==> config.mk <==
export PLATFORM = sky130hd
export DESIGN_NAME = rgb_pack_pixel_writer_core_flat
export DESIGN_NICKNAME = d
export VERILOG_FILES = /design/src/sv/rpw_pkg.sv /design/src/sv/rpw_if.sv /design/src/sv/rpw_chan_scale.sv /design/src/sv/rpw_addr_gen.sv /design/src/sv/rgb_pack_pixel_writer_core.sv /design/src/flat_wrapper.sv
export SDC_FILE = /design/constraint.sdc
export NUM_CORES = 2
export LEC_CHECK = 0
export ABC_AREA = 1
export BUFFER_PORTS_ARGS = -buffer_cell sky130_fd_sc_hd__buf_4
export CELL_PAD_IN_SITES_DETAIL_PLACEMENT = 1
export CELL_PAD_IN_SITES_GLOBAL_PLACEMENT = 1
export CORE_ASPECT_RATIO = 0.6
export CORE_MARGIN = 4
export CORE_UTILIZATION = 45
export CTS_BUF_LIST = sky130_fd_sc_hd__clkbuf_8 sky130_fd_sc_hd__clkbuf_16
export CTS_CLUSTER_DIAMETER = 200
export CTS_CLUSTER_SIZE = 10
export DETAILED_ROUTE_END_ITERATION = 7
export HOLD_SLACK_MARGIN = 0.05
export PLACE_DENSITY_LB_ADDON = 0.12
export SYNTH_ARGS = -nofsm -noshare
export SYNTH_HDL_FRONTEND = slang
export SYNTH_SLANG_ARGS = --single-unit
==> constraint.sdc <==
create_clock -name clk -period 17.5 [get_ports clk]
set_clock_uncertainty 0.15 [all_clocks]
set_input_delay 3.5 -clock clk [delete_from_list [all_inputs] [get_ports clk]]
set_output_delay 3.5 -clock clk [all_outputs]
set_load 0.05 [all_outputs]
==> src/sv/rpw_pkg.sv <==
// shared constants, types and helpers for the rgb pack pixel writer
`default_nettype none
package rpw_pkg;

	localparam int CfgW       = 15;
	localparam int CfgIdxW    = 3;
	localparam int CoordW     = 16;
	localparam int DimW       = 13;
	localparam int PitchW     = 15;
	localparam int PbW        = 3;
	localparam int LayoutW    = 10;
	localparam int ColorW     = 32;
	localparam int OffsetW    = 27;
	localparam int BeW        = 4;
	localparam int ChanW      = 8;
	localparam int ProdW      = 24;
	localparam int QuotW      = 17;
	localparam int ScaledW    = 16;

	// rounding term and reciprocal of 255 for the channel scaling
	localparam logic [ProdW-1:0] RND_ADD     = 24'd127;
	localparam logic [15:0]      RECIP_255   = 16'd32897;
	localparam int               RECIP_SHIFT = 23;
	localparam logic [7:0]       CHAN_MAX    = 8'd255;
	localparam logic [4:0]       SIZE_MAX    = 5'd16;

	// configuration register indexes
	localparam logic [CfgIdxW-1:0] REG_ACTIVE_WIDTH  = 3'd0;
	localparam logic [CfgIdxW-1:0] REG_ACTIVE_HEIGHT = 3'd1;
	localparam logic [CfgIdxW-1:0] REG_ROW_PITCH     = 3'd2;
	localparam logic [CfgIdxW-1:0] REG_PIXEL_BYTES   = 3'd3;
	localparam logic [CfgIdxW-1:0] REG_RED_LAYOUT    = 3'd4;
	localparam logic [CfgIdxW-1:0] REG_GREEN_LAYOUT  = 3'd5;
	localparam logic [CfgIdxW-1:0] REG_BLUE_LAYOUT   = 3'd6;
	localparam logic [CfgIdxW-1:0] REG_DOUBLE_BUF    = 3'd7;

	localparam logic [PbW-1:0] PB_TWO   = 3'd2;
	localparam logic [PbW-1:0] PB_THREE = 3'd3;
	localparam logic [PbW-1:0] PB_FOUR  = 3'd4;

	localparam logic [BeW-1:0] BE_TWO   = 4'h3;
	localparam logic [BeW-1:0] BE_THREE = 4'h7;
	localparam logic [BeW-1:0] BE_FOUR  = 4'hF;

	// per-stage load enables handed to the datapath modules
	typedef struct packed {
		logic s1;
		logic s2;
		logic s3;
	} adv_t;

	function automatic logic [PbW-1:0] clamp_bytes(input logic [PbW-1:0] pb);
		logic [PbW-1:0] r;
		r = pb;
		if (pb < PB_TWO)
			r = PB_TWO;
		else if (pb > PB_FOUR)
			r = PB_FOUR;
		return r;
	endfunction

endpackage
`default_nettype wire

==> src/sv/rpw_if.sv <==
// valid/ready channels for pixel requests and framebuffer writes
`default_nettype none
interface rpw_in_if;
	logic        valid;
	logic        ready;
	logic [15:0] x_pos;
	logic [15:0] y_pos;
	logic        packed_given;
	logic [31:0] packed_color;
	logic [7:0]  red_in;
	logic [7:0]  green_in;
	logic [7:0]  blue_in;

	modport source (output valid, x_pos, y_pos, packed_given, packed_color,
		red_in, green_in, blue_in, input ready);
	modport sink (input valid, x_pos, y_pos, packed_given, packed_color,
		red_in, green_in, blue_in, output ready);
endinterface

interface rpw_out_if;
	logic        valid;
	logic        ready;
	logic        inside_res;
	logic        to_back_buffer;
	logic [26:0] byte_offset;
	logic [31:0] write_data;
	logic [3:0]  byte_enable;
	logic [31:0] pixel_color;

	modport source (output valid, inside_res, to_back_buffer, byte_offset,
		write_data, byte_enable, pixel_color, input ready);
	modport sink (input valid, inside_res, to_back_buffer, byte_offset,
		write_data, byte_enable, pixel_color, output ready);
endinterface
`default_nettype wire

==> src/sv/rpw_chan_scale.sv <==
// one colour channel: scale 8 bits to the mask size with rounding, then place it
`default_nettype none
module rpw_chan_scale
	import rpw_pkg::*;
(
	input  wire logic                 clk,
	input  wire adv_t                 adv,
	input  wire logic [ChanW-1:0]     chan,
	input  wire logic [LayoutW-1:0]   layout,
	output logic      [ColorW-1:0]    placed
);

	logic [4:0]          size_c;
	logic [ScaledW-1:0]  maxv_c;
	logic [ProdW-1:0]    prod_c;
	logic [39:0]         recip_c;
	logic [25:0]         diff_c;
	logic [ScaledW-1:0]  quot_c;

	logic [ProdW-1:0]    prod_s1;
	logic [4:0]          pos_s1;
	logic [ProdW-1:0]    prod_s2;
	logic [QuotW-1:0]    q0_s2;
	logic [4:0]          pos_s2;

	always_comb begin
		size_c = (layout[9:5] > SIZE_MAX) ? SIZE_MAX : layout[9:5];
		maxv_c = ScaledW'((17'd1 << size_c) - 17'd1);
		prod_c = ProdW'({16'd0, chan}) * ProdW'(maxv_c) + RND_ADD;
	end

	// estimate of prod/255 by reciprocal, may be one too high
	assign recip_c = 40'(prod_s1) * 40'(RECIP_255);

	always_comb begin
		diff_c = 26'(prod_s2) - 26'(q0_s2) * 26'(CHAN_MAX);
		quot_c = diff_c[25] ? ScaledW'(q0_s2 - 17'd1) : ScaledW'(q0_s2);
	end

	always_ff @(posedge clk) begin
		if (adv.s1) begin
			prod_s1 <= prod_c;
			pos_s1  <= layout[4:0];
		end
		if (adv.s2) begin
			prod_s2 <= prod_s1;
			q0_s2   <= QuotW'(recip_c >> RECIP_SHIFT);
			pos_s2  <= pos_s1;
		end
		if (adv.s3) begin
			placed <= ColorW'(quot_c) << pos_s2;
		end
	end

endmodule
`default_nettype wire

==> src/sv/rpw_addr_gen.sv <==
// clip test and byte offset y*pitch + x*bytes
`default_nettype none
module rpw_addr_gen
	import rpw_pkg::*;
(
	input  wire logic                 clk,
	input  wire adv_t                 adv,
	input  wire logic [CoordW-1:0]    x_pos,
	input  wire logic [CoordW-1:0]    y_pos,
	input  wire logic [DimW-1:0]      active_width,
	input  wire logic [DimW-1:0]      active_height,
	input  wire logic [PitchW-1:0]    row_pitch,
	input  wire logic [PbW-1:0]       nbytes,
	output logic                      on_screen,
	output logic      [OffsetW-1:0]   byte_offset
);

	logic [30:0]         ymul_s1;
	logic [18:0]         xmul_s1;
	logic                inside_s1;
	logic [OffsetW-1:0]  sum_s2;
	logic                inside_s2;

	always_ff @(posedge clk) begin
		if (adv.s1) begin
			ymul_s1   <= 31'(y_pos) * 31'(row_pitch);
			xmul_s1   <= 19'(x_pos) * 19'(nbytes);
			inside_s1 <= (x_pos < CoordW'(active_width)) &&
				(y_pos < CoordW'(active_height));
		end
		if (adv.s2) begin
			// offset wraps to its width
			sum_s2    <= OffsetW'(ymul_s1) + OffsetW'(xmul_s1);
			inside_s2 <= inside_s1;
		end
		if (adv.s3) begin
			byte_offset <= sum_s2;
			on_screen   <= inside_s2;
		end
	end

endmodule
`default_nettype wire

==> src/sv/rgb_pack_pixel_writer_core.sv <==
// Pixel writer core: turns a pixel request (x, y and either 8-bit red/green/blue or a
// packed colour) into one framebuffer write of offset, data and byte enables. It is a
// four-stage pipeline: multiply (channel scale and row offset), reciprocal divide by 255,
// rounding correction with channel placement, and an output register that packs the word.
// A request can be accepted every cycle unless the pipeline stalls; results leave in
// order and stalls hold in place stage by stage. Every request yields exactly one
// write word, with inside_res low and the write fields zero when the pixel is clipped.
// Users must write configuration registers only while no request is in flight; unenforced.
`default_nettype none
module rgb_pack_pixel_writer_core
	import rpw_pkg::*;
(
	input  wire logic                 clk,
	input  wire logic                 arst_n,
	input  wire logic                 cfg_we,
	input  wire logic [CfgIdxW-1:0]   cfg_index,
	input  wire logic [CfgW-1:0]      cfg_data,
	rpw_in_if.sink                    pix_in,
	rpw_out_if.source                 pix_out
);

	logic [DimW-1:0]     active_width_q;
	logic [DimW-1:0]     active_height_q;
	logic [PitchW-1:0]   row_pitch_q;
	logic [PbW-1:0]      pixel_bytes_q;
	logic [LayoutW-1:0]  red_layout_q;
	logic [LayoutW-1:0]  green_layout_q;
	logic [LayoutW-1:0]  blue_layout_q;
	logic                double_buffer_q;

	logic v_s1, v_s2, v_s3, v_s4;
	logic rdy1, rdy2, rdy3, rdy4;
	adv_t adv;

	logic                given_s1, given_s2, given_s3;
	logic [ColorW-1:0]   pcol_s1, pcol_s2, pcol_s3;
	logic [PbW-1:0]      nb_s1, nb_s2, nb_s3;
	logic                db_s1, db_s2, db_s3;

	logic [ColorW-1:0]   red_pl, green_pl, blue_pl;
	logic                inside_s3;
	logic [OffsetW-1:0]  offset_s3;
	logic [ColorW-1:0]   color_c;
	logic [ColorW-1:0]   wdata_c;
	logic [BeW-1:0]      be_c;

	logic                inside_s4;
	logic                db_s4;
	logic [OffsetW-1:0]  offset_s4;
	logic [ColorW-1:0]   wdata_s4;
	logic [BeW-1:0]      be_s4;
	logic [ColorW-1:0]   color_s4;

	always_ff @(posedge clk or negedge arst_n) begin
		if (!arst_n) begin
			active_width_q  <= '0;
			active_height_q <= '0;
			row_pitch_q     <= '0;
			pixel_bytes_q   <= PB_FOUR;
			red_layout_q    <= '0;
			green_layout_q  <= '0;
			blue_layout_q   <= '0;
			double_buffer_q <= 1'b0;
		end else if (cfg_we) begin
			case (cfg_index)
				REG_ACTIVE_WIDTH:  active_width_q  <= cfg_data[DimW-1:0];
				REG_ACTIVE_HEIGHT: active_height_q <= cfg_data[DimW-1:0];
				REG_ROW_PITCH:     row_pitch_q     <= cfg_data[PitchW-1:0];
				REG_PIXEL_BYTES:   pixel_bytes_q   <= cfg_data[PbW-1:0];
				REG_RED_LAYOUT:    red_layout_q    <= cfg_data[LayoutW-1:0];
				REG_GREEN_LAYOUT:  green_layout_q  <= cfg_data[LayoutW-1:0];
				REG_BLUE_LAYOUT:   blue_layout_q   <= cfg_data[LayoutW-1:0];
				REG_DOUBLE_BUF:    double_buffer_q <= cfg_data[0];
				default: ;
			endcase
		end
	end

	// each stage loads when it is empty or its successor moves
	assign rdy4   = !v_s4 || pix_out.ready;
	assign rdy3   = !v_s3 || rdy4;
	assign rdy2   = !v_s2 || rdy3;
	assign rdy1   = !v_s1 || rdy2;
	assign adv.s1 = rdy1;
	assign adv.s2 = rdy2;
	assign adv.s3 = rdy3;
	assign pix_in.ready = rdy1;

	always_ff @(posedge clk or negedge arst_n) begin
		if (!arst_n) begin
			v_s1 <= 1'b0;
			v_s2 <= 1'b0;
			v_s3 <= 1'b0;
			v_s4 <= 1'b0;
		end else begin
			if (rdy1) v_s1 <= pix_in.valid;
			if (rdy2) v_s2 <= v_s1;
			if (rdy3) v_s3 <= v_s2;
			if (rdy4) v_s4 <= v_s3;
		end
	end

	always_ff @(posedge clk) begin
		if (rdy1) begin
			given_s1 <= pix_in.packed_given;
			pcol_s1  <= pix_in.packed_color;
			nb_s1    <= clamp_bytes(pixel_bytes_q);
			db_s1    <= double_buffer_q;
		end
		if (rdy2) begin
			given_s2 <= given_s1;
			pcol_s2  <= pcol_s1;
			nb_s2    <= nb_s1;
			db_s2    <= db_s1;
		end
		if (rdy3) begin
			given_s3 <= given_s2;
			pcol_s3  <= pcol_s2;
			nb_s3    <= nb_s2;
			db_s3    <= db_s2;
		end
	end

	rpw_chan_scale u_red (
		.clk    (clk),
		.adv    (adv),
		.chan   (pix_in.red_in),
		.layout (red_layout_q),
		.placed (red_pl)
	);

	rpw_chan_scale u_green (
		.clk    (clk),
		.adv    (adv),
		.chan   (pix_in.green_in),
		.layout (green_layout_q),
		.placed (green_pl)
	);

	rpw_chan_scale u_blue (
		.clk    (clk),
		.adv    (adv),
		.chan   (pix_in.blue_in),
		.layout (blue_layout_q),
		.placed (blue_pl)
	);

	rpw_addr_gen u_addr (
		.clk           (clk),
		.adv           (adv),
		.x_pos         (pix_in.x_pos),
		.y_pos         (pix_in.y_pos),
		.active_width  (active_width_q),
		.active_height (active_height_q),
		.row_pitch     (row_pitch_q),
		.nbytes        (clamp_bytes(pixel_bytes_q)),
		.on_screen     (inside_s3),
		.byte_offset   (offset_s3)
	);

	always_comb begin
		color_c = given_s3 ? pcol_s3 : (red_pl | green_pl | blue_pl);
		case (nb_s3)
			PB_TWO: begin
				wdata_c = {16'd0, color_c[15:0]};
				be_c    = BE_TWO;
			end
			PB_THREE: begin
				wdata_c = {8'd0, color_c[23:0]};
				be_c    = BE_THREE;
			end
			default: begin
				wdata_c = color_c;
				be_c    = BE_FOUR;
			end
		endcase
	end

	always_ff @(posedge clk) begin
		if (rdy4) begin
			inside_s4 <= inside_s3;
			db_s4     <= inside_s3 & db_s3;
			offset_s4 <= inside_s3 ? offset_s3 : '0;
			wdata_s4  <= inside_s3 ? wdata_c : '0;
			be_s4     <= inside_s3 ? be_c : '0;
			color_s4  <= color_c;
		end
	end

	assign pix_out.valid          = v_s4;
	assign pix_out.inside_res     = inside_s4;
	assign pix_out.to_back_buffer = db_s4;
	assign pix_out.byte_offset    = offset_s4;
	assign pix_out.write_data     = wdata_s4;
	assign pix_out.byte_enable    = be_s4;
	assign pix_out.pixel_color    = color_s4;

endmodule
`default_nettype wire

==> src/flat_wrapper.sv <==
// flat-port wrapper written by rule: the top's interface ports become plain ports
module rgb_pack_pixel_writer_core_flat import rpw_pkg::*;
  (clk, arst_n, cfg_we, cfg_index, cfg_data, pix_in_valid, pix_in_x_pos, pix_in_y_pos, pix_in_packed_given, pix_in_packed_color, pix_in_red_in, pix_in_green_in, pix_in_blue_in, pix_in_ready, pix_out_valid, pix_out_inside_res, pix_out_to_back_buffer, pix_out_byte_offset, pix_out_write_data, pix_out_byte_enable, pix_out_pixel_color, pix_out_ready);
  rpw_in_if pix_in_i ();
  rpw_out_if pix_out_i ();
  input  wire logic clk;
  input  wire logic arst_n;
  input  wire logic cfg_we;
  input  wire logic [CfgIdxW-1:0] cfg_index;
  input  wire logic [CfgW-1:0] cfg_data;
  input wire logic [$bits(pix_in_i.valid)-1:0] pix_in_valid;
  input wire logic [$bits(pix_in_i.x_pos)-1:0] pix_in_x_pos;
  input wire logic [$bits(pix_in_i.y_pos)-1:0] pix_in_y_pos;
  input wire logic [$bits(pix_in_i.packed_given)-1:0] pix_in_packed_given;
  input wire logic [$bits(pix_in_i.packed_color)-1:0] pix_in_packed_color;
  input wire logic [$bits(pix_in_i.red_in)-1:0] pix_in_red_in;
  input wire logic [$bits(pix_in_i.green_in)-1:0] pix_in_green_in;
  input wire logic [$bits(pix_in_i.blue_in)-1:0] pix_in_blue_in;
  output wire logic [$bits(pix_in_i.ready)-1:0] pix_in_ready;
  output wire logic [$bits(pix_out_i.valid)-1:0] pix_out_valid;
  output wire logic [$bits(pix_out_i.inside_res)-1:0] pix_out_inside_res;
  output wire logic [$bits(pix_out_i.to_back_buffer)-1:0] pix_out_to_back_buffer;
  output wire logic [$bits(pix_out_i.byte_offset)-1:0] pix_out_byte_offset;
  output wire logic [$bits(pix_out_i.write_data)-1:0] pix_out_write_data;
  output wire logic [$bits(pix_out_i.byte_enable)-1:0] pix_out_byte_enable;
  output wire logic [$bits(pix_out_i.pixel_color)-1:0] pix_out_pixel_color;
  input wire logic [$bits(pix_out_i.ready)-1:0] pix_out_ready;
  assign pix_in_i.valid = pix_in_valid;
  assign pix_in_i.x_pos = pix_in_x_pos;
  assign pix_in_i.y_pos = pix_in_y_pos;
  assign pix_in_i.packed_given = pix_in_packed_given;
  assign pix_in_i.packed_color = pix_in_packed_color;
  assign pix_in_i.red_in = pix_in_red_in;
  assign pix_in_i.green_in = pix_in_green_in;
  assign pix_in_i.blue_in = pix_in_blue_in;
  assign pix_in_ready = pix_in_i.ready;
  assign pix_out_valid = pix_out_i.valid;
  assign pix_out_inside_res = pix_out_i.inside_res;
  assign pix_out_to_back_buffer = pix_out_i.to_back_buffer;
  assign pix_out_byte_offset = pix_out_i.byte_offset;
  assign pix_out_write_data = pix_out_i.write_data;
  assign pix_out_byte_enable = pix_out_i.byte_enable;
  assign pix_out_pixel_color = pix_out_i.pixel_color;
  assign pix_out_i.ready = pix_out_ready;
  rgb_pack_pixel_writer_core u_core (.clk(clk), .arst_n(arst_n), .cfg_we(cfg_we), .cfg_index(cfg_index), .cfg_data(cfg_data), .pix_in(pix_in_i), .pix_out(pix_out_i));
endmodule
-- Word level (Yosys, flattened, before mapping)
Index checks and enable logic that the tools add are counted.
- bits in registers: 711
- word-level logic and storage cells: 133
- add/subtract/negate cells: 13
- multiply operators: 11
- order comparisons: 7
- equality and inequality tests: 9
- shift-type cells: 6
- mux-type cells: 11
- bitwise gates (word level): 3
- reduce and logical (&&, ||, !) cells: 18
- operators with widths (cell ; count):
    $mul 24x16->40 const B ; 3
    $shl 16x5->32 ; 3
    $sub 16x1->16 const B ; 6
    $sub 24x25->26 ; 3
    $mul 17x8->25 const B ; 3
    $add 24x7->24 const B ; 3
    $mul 8x16->24 ; 3
    $or 32x32->32 ; 2
    $pmux 32 s2 ; 1
    $mux 16 ; 3
    $shl 1x5->16 const A ; 3
    $lt 16x13->1 ; 2
    $mux 32 ; 1
    $add 27x19->27 ; 1
    $mul 16x15->27 ; 1
    $mul 16x3->19 ; 1
    $reduce_and 2->1 ; 8
    $gt 5x5->1 const B ; 3
    $mux 5 ; 3
    $eq 3x2->1 const B ; 4
    $eq 3x3->1 const B ; 4
    $pmux 4 s2 ; 1
    $mux 3 ; 2
    $logic_not 1->1 ; 4
    other kinds (7) ; 10

-- Longest topological paths before layout
- depth after elaboration: 6
- mapped depth: 35

-- Modules after synthesis
From an unflattened synthesis, not the netlist that was laid out.
- cell total of the unflattened synthesis: 7850
- area total of the unflattened synthesis: 70863.0 sq um
- by module, submodules not included (module ; instances ; cells an instance ; area each (sq um) ; sequential area each (sq um)):
    rpw_chan_scale (u_core.u_red) ; 1 ; 1693 ; 15235.9 ; 3213.1
    rpw_addr_gen ; 1 ; 1986 ; 15109.5 ; 3093.0
    rpw_chan_scale (u_core.u_green) ; 1 ; 1666 ; 15041.9 ; 3213.1
    rpw_chan_scale (u_core.u_blue) ; 1 ; 1639 ; 14881.8 ; 3213.1
    rgb_pack_pixel_writer_core ; 1 ; 866 ; 10593.9 ; 8194.1

-- Least setup slack after synthesis
No wires, ideal clock.
- kind: input to output
- from: input port pix_out_ready
- to: output port pix_in_ready
- arrival time: 13.009 ns
- path slack: 0.841 ns
- stages on the path: 6
- path through: nor2_1 > inv_1 > nor2_1 > inv_1 > nor2_1 > nand2_1
- word-level cells in the longest chain between the ends: 4
- RTL lines (element ; RTL line ; text):
    from (decl) ; flat_wrapper.sv:27 ; input wire logic [$bits(pix_out_i.ready)-1:0] pix_out_ready;
    $logic_or 1x1->1 ; rgb_pack_pixel_writer_core.sv:80 ; assign rdy4 = !v_s4 || pix_out.ready;
    named net u_core.rdy4 ; rgb_pack_pixel_writer_core.sv:32 ; logic rdy1, rdy2, rdy3, rdy4;
    $logic_or 1x1->1 ; rgb_pack_pixel_writer_core.sv:81 ; assign rdy3 = !v_s3 || rdy4;
    named net u_core.rdy3 ; rgb_pack_pixel_writer_core.sv:32 ;
    $logic_or 1x1->1 ; rgb_pack_pixel_writer_core.sv:82 ; assign rdy2 = !v_s2 || rdy3;
    $logic_or 1x1->1 ; rgb_pack_pixel_writer_core.sv:83 ; assign rdy1 = !v_s1 || rdy2;
    to (decl) ; flat_wrapper.sv:19 ; output wire logic [$bits(pix_in_i.ready)-1:0] pix_in_ready;
The timed path passes the listed nets, and every way through them passes these cells.

-- Worst setup path after layout
Ends and elaborated chain as after synthesis.

==> flow_summary.json <==
{
  "synthTopCellsByCount": "inv_1 (1398), nand2_1 (1262), ha_1 (777)",
  "synth_edf_count": 631,
  "yosysUniqueCellTypes": 62,
  "grtUsageTotal_pct": 25.9,
  "grt.overflow.total": 0,
  "yosysMostFrequentCell": "inv_1",
  "crit_type": "primary input to output pin",
  "num_vias": 50000,
  "worst_pin_slew_ns": 1.14,
  "clkTransAtPathRegs_ns": 0.06,
  "wl_met1_mm": 105,
  "synth_compound_area_share_pct": 5.18,
  "rsz0062_at_grt": "false",
  "first_pass_iters": 6,
  "dr_wl_met3_mm": 12.8,
  "cts_tree": "built",
  "finalSetupTns_ns": 0,
  "synth_area_leader_cell": "edfxtp_1",
  "netlist_area_sq_um": 67800,
  "cts_buffer_depth": 3,
  "dieArea_sq_um": 157000,
  "post_drt_via_cell_ratio": 5.34,
  "post_cts_buffers": 0,
  "fp.dieH_microns": 309,
  "yosys.area_share.simple_pct": 15.2,
  "endpoint_kind": "output pin",
  "synth_top_area_share_pct": 28.0,
  "r2r_cells": 23,
  "final_net_count": 8956,
  "fp-row-count": 109,
  "grt_max_degree": 101,
  "finalHoldViolations": 0,
  "arrival_ns": 6.07,
  "cp.required_ns": 13.85,
  "netlist_instances": 7141,
  "seq_area_frac_synth_pct": 30.9,
  "slew_headroom_pct": 23.3,
  "ioPinCount": 211,
  "area_growth_syn_to_layout_pct": 8.97,
  "synth_seq_cells": 710,
  "fillCellCount": 16900,
  "synth_xor_xnor_area_share_pct": 2.84,
  "startpoint_type": "primary input",
  "synth_flop_cell": "edfxtp_1",
  "min_path_type": "flop to flop",
  "whs_path_depth": 0,
  "cts_resized": 0,
  "multi_input_area_sq_um": 40900,
  "antenna_found_initial": 11,
  "synth_top_family_by_area": "adder cells",
  "finalSetupViolCount": 0,
  "cts_root_buf": "clkbuf_16",
  "status": "completed",
  "drtIter0Drc": 4262,
  "ys_warn_count": 0,
  "top_layer": "met4",
  "numCtsBuffers": 80,
  "ant_nets": 0,
  "grt_pass1_wl_mm": 316,
  "final-seq-area_sq_um": 20900,
  "drv_cap": 0,
  "insertion_delay_ns": 0.70,
  "grt_pass1_vias": 52800,
  "core_sq_um": 148000,
  "finalCriticalPeriod_ns": 9.72,
  "ctsHoldBuffers": 0,
  "synthAdderAreaFrac_pct": 37.1,
  "gp_congestion": 0.918,
  "die_w_microns": 509,
  "period_share_pct": 55.6,
  "cts_sinks": 710,
  "cp_max_fo": 91,
  "postLayoutSetupSlackWorst_ns": 7.78,
  "drc": 0,
  "fmax_mhz": 103,
  "portBuffers": 210,
  "synthArstFlopShare_pct": 11.1,
  "finalWirelength_mm": 200,
  "routedWlPerCell_microns": 21.4,
  "slew_viol_final": 0,
  "drive_gt1_share_pct": 4.97,
  "synth_mux_area_share_pct": 0.0332,
  "synth.area.top_cells": "edfxtp_1 (28%), fa_1 (23%), ha_1 (14%)",
  "avgSynthCellArea_sq_um": 9.49,
  "synth_nets": 8800,
  "dp_hpwl_mm": 164,
  "htree_levels": 3,
  "pre_cts_slack_ns": 7.70,
  "met2_length_mm": 79.7,
  "initial_core_util_pct": 45.7
}
## layer usage
layer / track usage, % / vias up
li1: - / 23200
met1: 43.0 / 25400
met2: 35.8 / 1305
met3: 3.95 / 166
met4: 3.79 / 0
met5: 0 / -
## critical path: stages
cell,delay (ns)
buf_4,0.11
nor2_1,0.18
inv_4,0.17
nor2_1,0.28
inv_6,0.33
nor2_1,0.56
nand2_4,0.52
buf_4,0.41
## cell families after synthesis
logic type / after synthesis
flip-flops: 710
adder cells (fa/ha/maj): 1547
multiplexers: 2
buffers and inverters: 1580
AND/OR/NAND/NOR: 2456
XOR/XNOR: 217
AO/OA/AOI/OAI: 629
## path summary, 6_finish.rpt
path	start	endpoint	slack, ns
min	u_core.nb_s1[2]$_DFFE_PP_	u_core.nb_s2[2]$_DFFE_PP_	0.26
max in group asynchronous	arst_n	u_core.row_pitch_q[5]$_DFFE_PN0P_	13.26
max	pix_out_ready	pix_in_ready	7.78
min reg2reg	u_core.nb_s1[2]$_DFFE_PP_	u_core.nb_s2[2]$_DFFE_PP_	0.26
min in group asynchronous	arst_n	u_core.red_layout_q[9]$_DFFE_PN0P_	2.62
max reg2reg	u_core.blue_layout_q[9]$_DFFE_PN0P_	u_core.u_blue.prod_s1[20]$_DFFE_PP_	9.11
## flip-flops by register name, indices dropped and copies added (netlist names), 27 cells and up
register                    cells
u_core.pcol_s1                 32
u_core.pcol_s2                 32
u_core.u_addr.byte_offset      27
u_core.u_red.placed            32
u_core.u_green.placed          32
u_core.pix_out.write_data      32
u_core.u_addr.ymul_s1          27
u_core.pix_out.byte_offset     27
u_core.pcol_s3                 32
u_core.u_blue.placed           32
u_core.pix_out.pixel_color     32
u_core.u_addr.sum_s2           27
## final cells by class
type	instances	share of cell area [%]
Antenna cell	2	0.00678
Clock buffer	80	2.71
Clock inverter	69	0.600
Inverter	1428	7.28
Multi-Input combinational cell	4851	55.4
Sequential cell	710	28.3
Tap cell	1998	3.38
Timing Repair Buffer	226	2.30
## metrics by stage
step | cell area (sq um) | utilization (%) | hold slack (ns) | instances
3_3_place_gp | 71400 | 48.1 | 0.251 | 9213
4_1_cts | 73900 | 49.8 | 0.242 | 9362
5_1_grt | 73900 | 49.8 | 0.258 | 9362
2_1_floorplan | 67800 | - | 0.250 | 7141
3_5_place_dp | 71400 | 48.1 | 0.255 | 9213
6_report | 73900 | 49.8 | 0.256 | 9364
## cell usage in the layout, fill, tap and decap left out, types with 4 or more instances in the layout
master / instances
inv_1: 1457
nand2_1: 1261
ha_1: 777
fa_1: 770
edfxtp_1: 631
nand3_1: 530
nor2_1: 481
a21oi_1: 281
buf_4: 226
o21ai_0: 216
xor2_1: 152
clkbuf_16: 80
dfrtp_1: 78
xnor2_1: 62
nor3_1: 53
nand4_1: 40
and2_1: 30
a31oi_1: 27
a21o_1: 26
clkinv_1: 17
nor4_1: 16
o21a_1: 14
inv_2: 13
o211ai_1: 12
o21bai_1: 9
o221ai_1: 8
or4_1: 8
or2_2: 7
a21boi_0: 7
clkinv_16: 7
nand2_2: 6
nand3b_1: 6
o31ai_1: 5
o21ai_2: 4
or2_1: 4
nor3b_1: 4
Power is not shown: default switching activity piles up to over one toggle a cycle in this logic, so the estimate is an artifact.
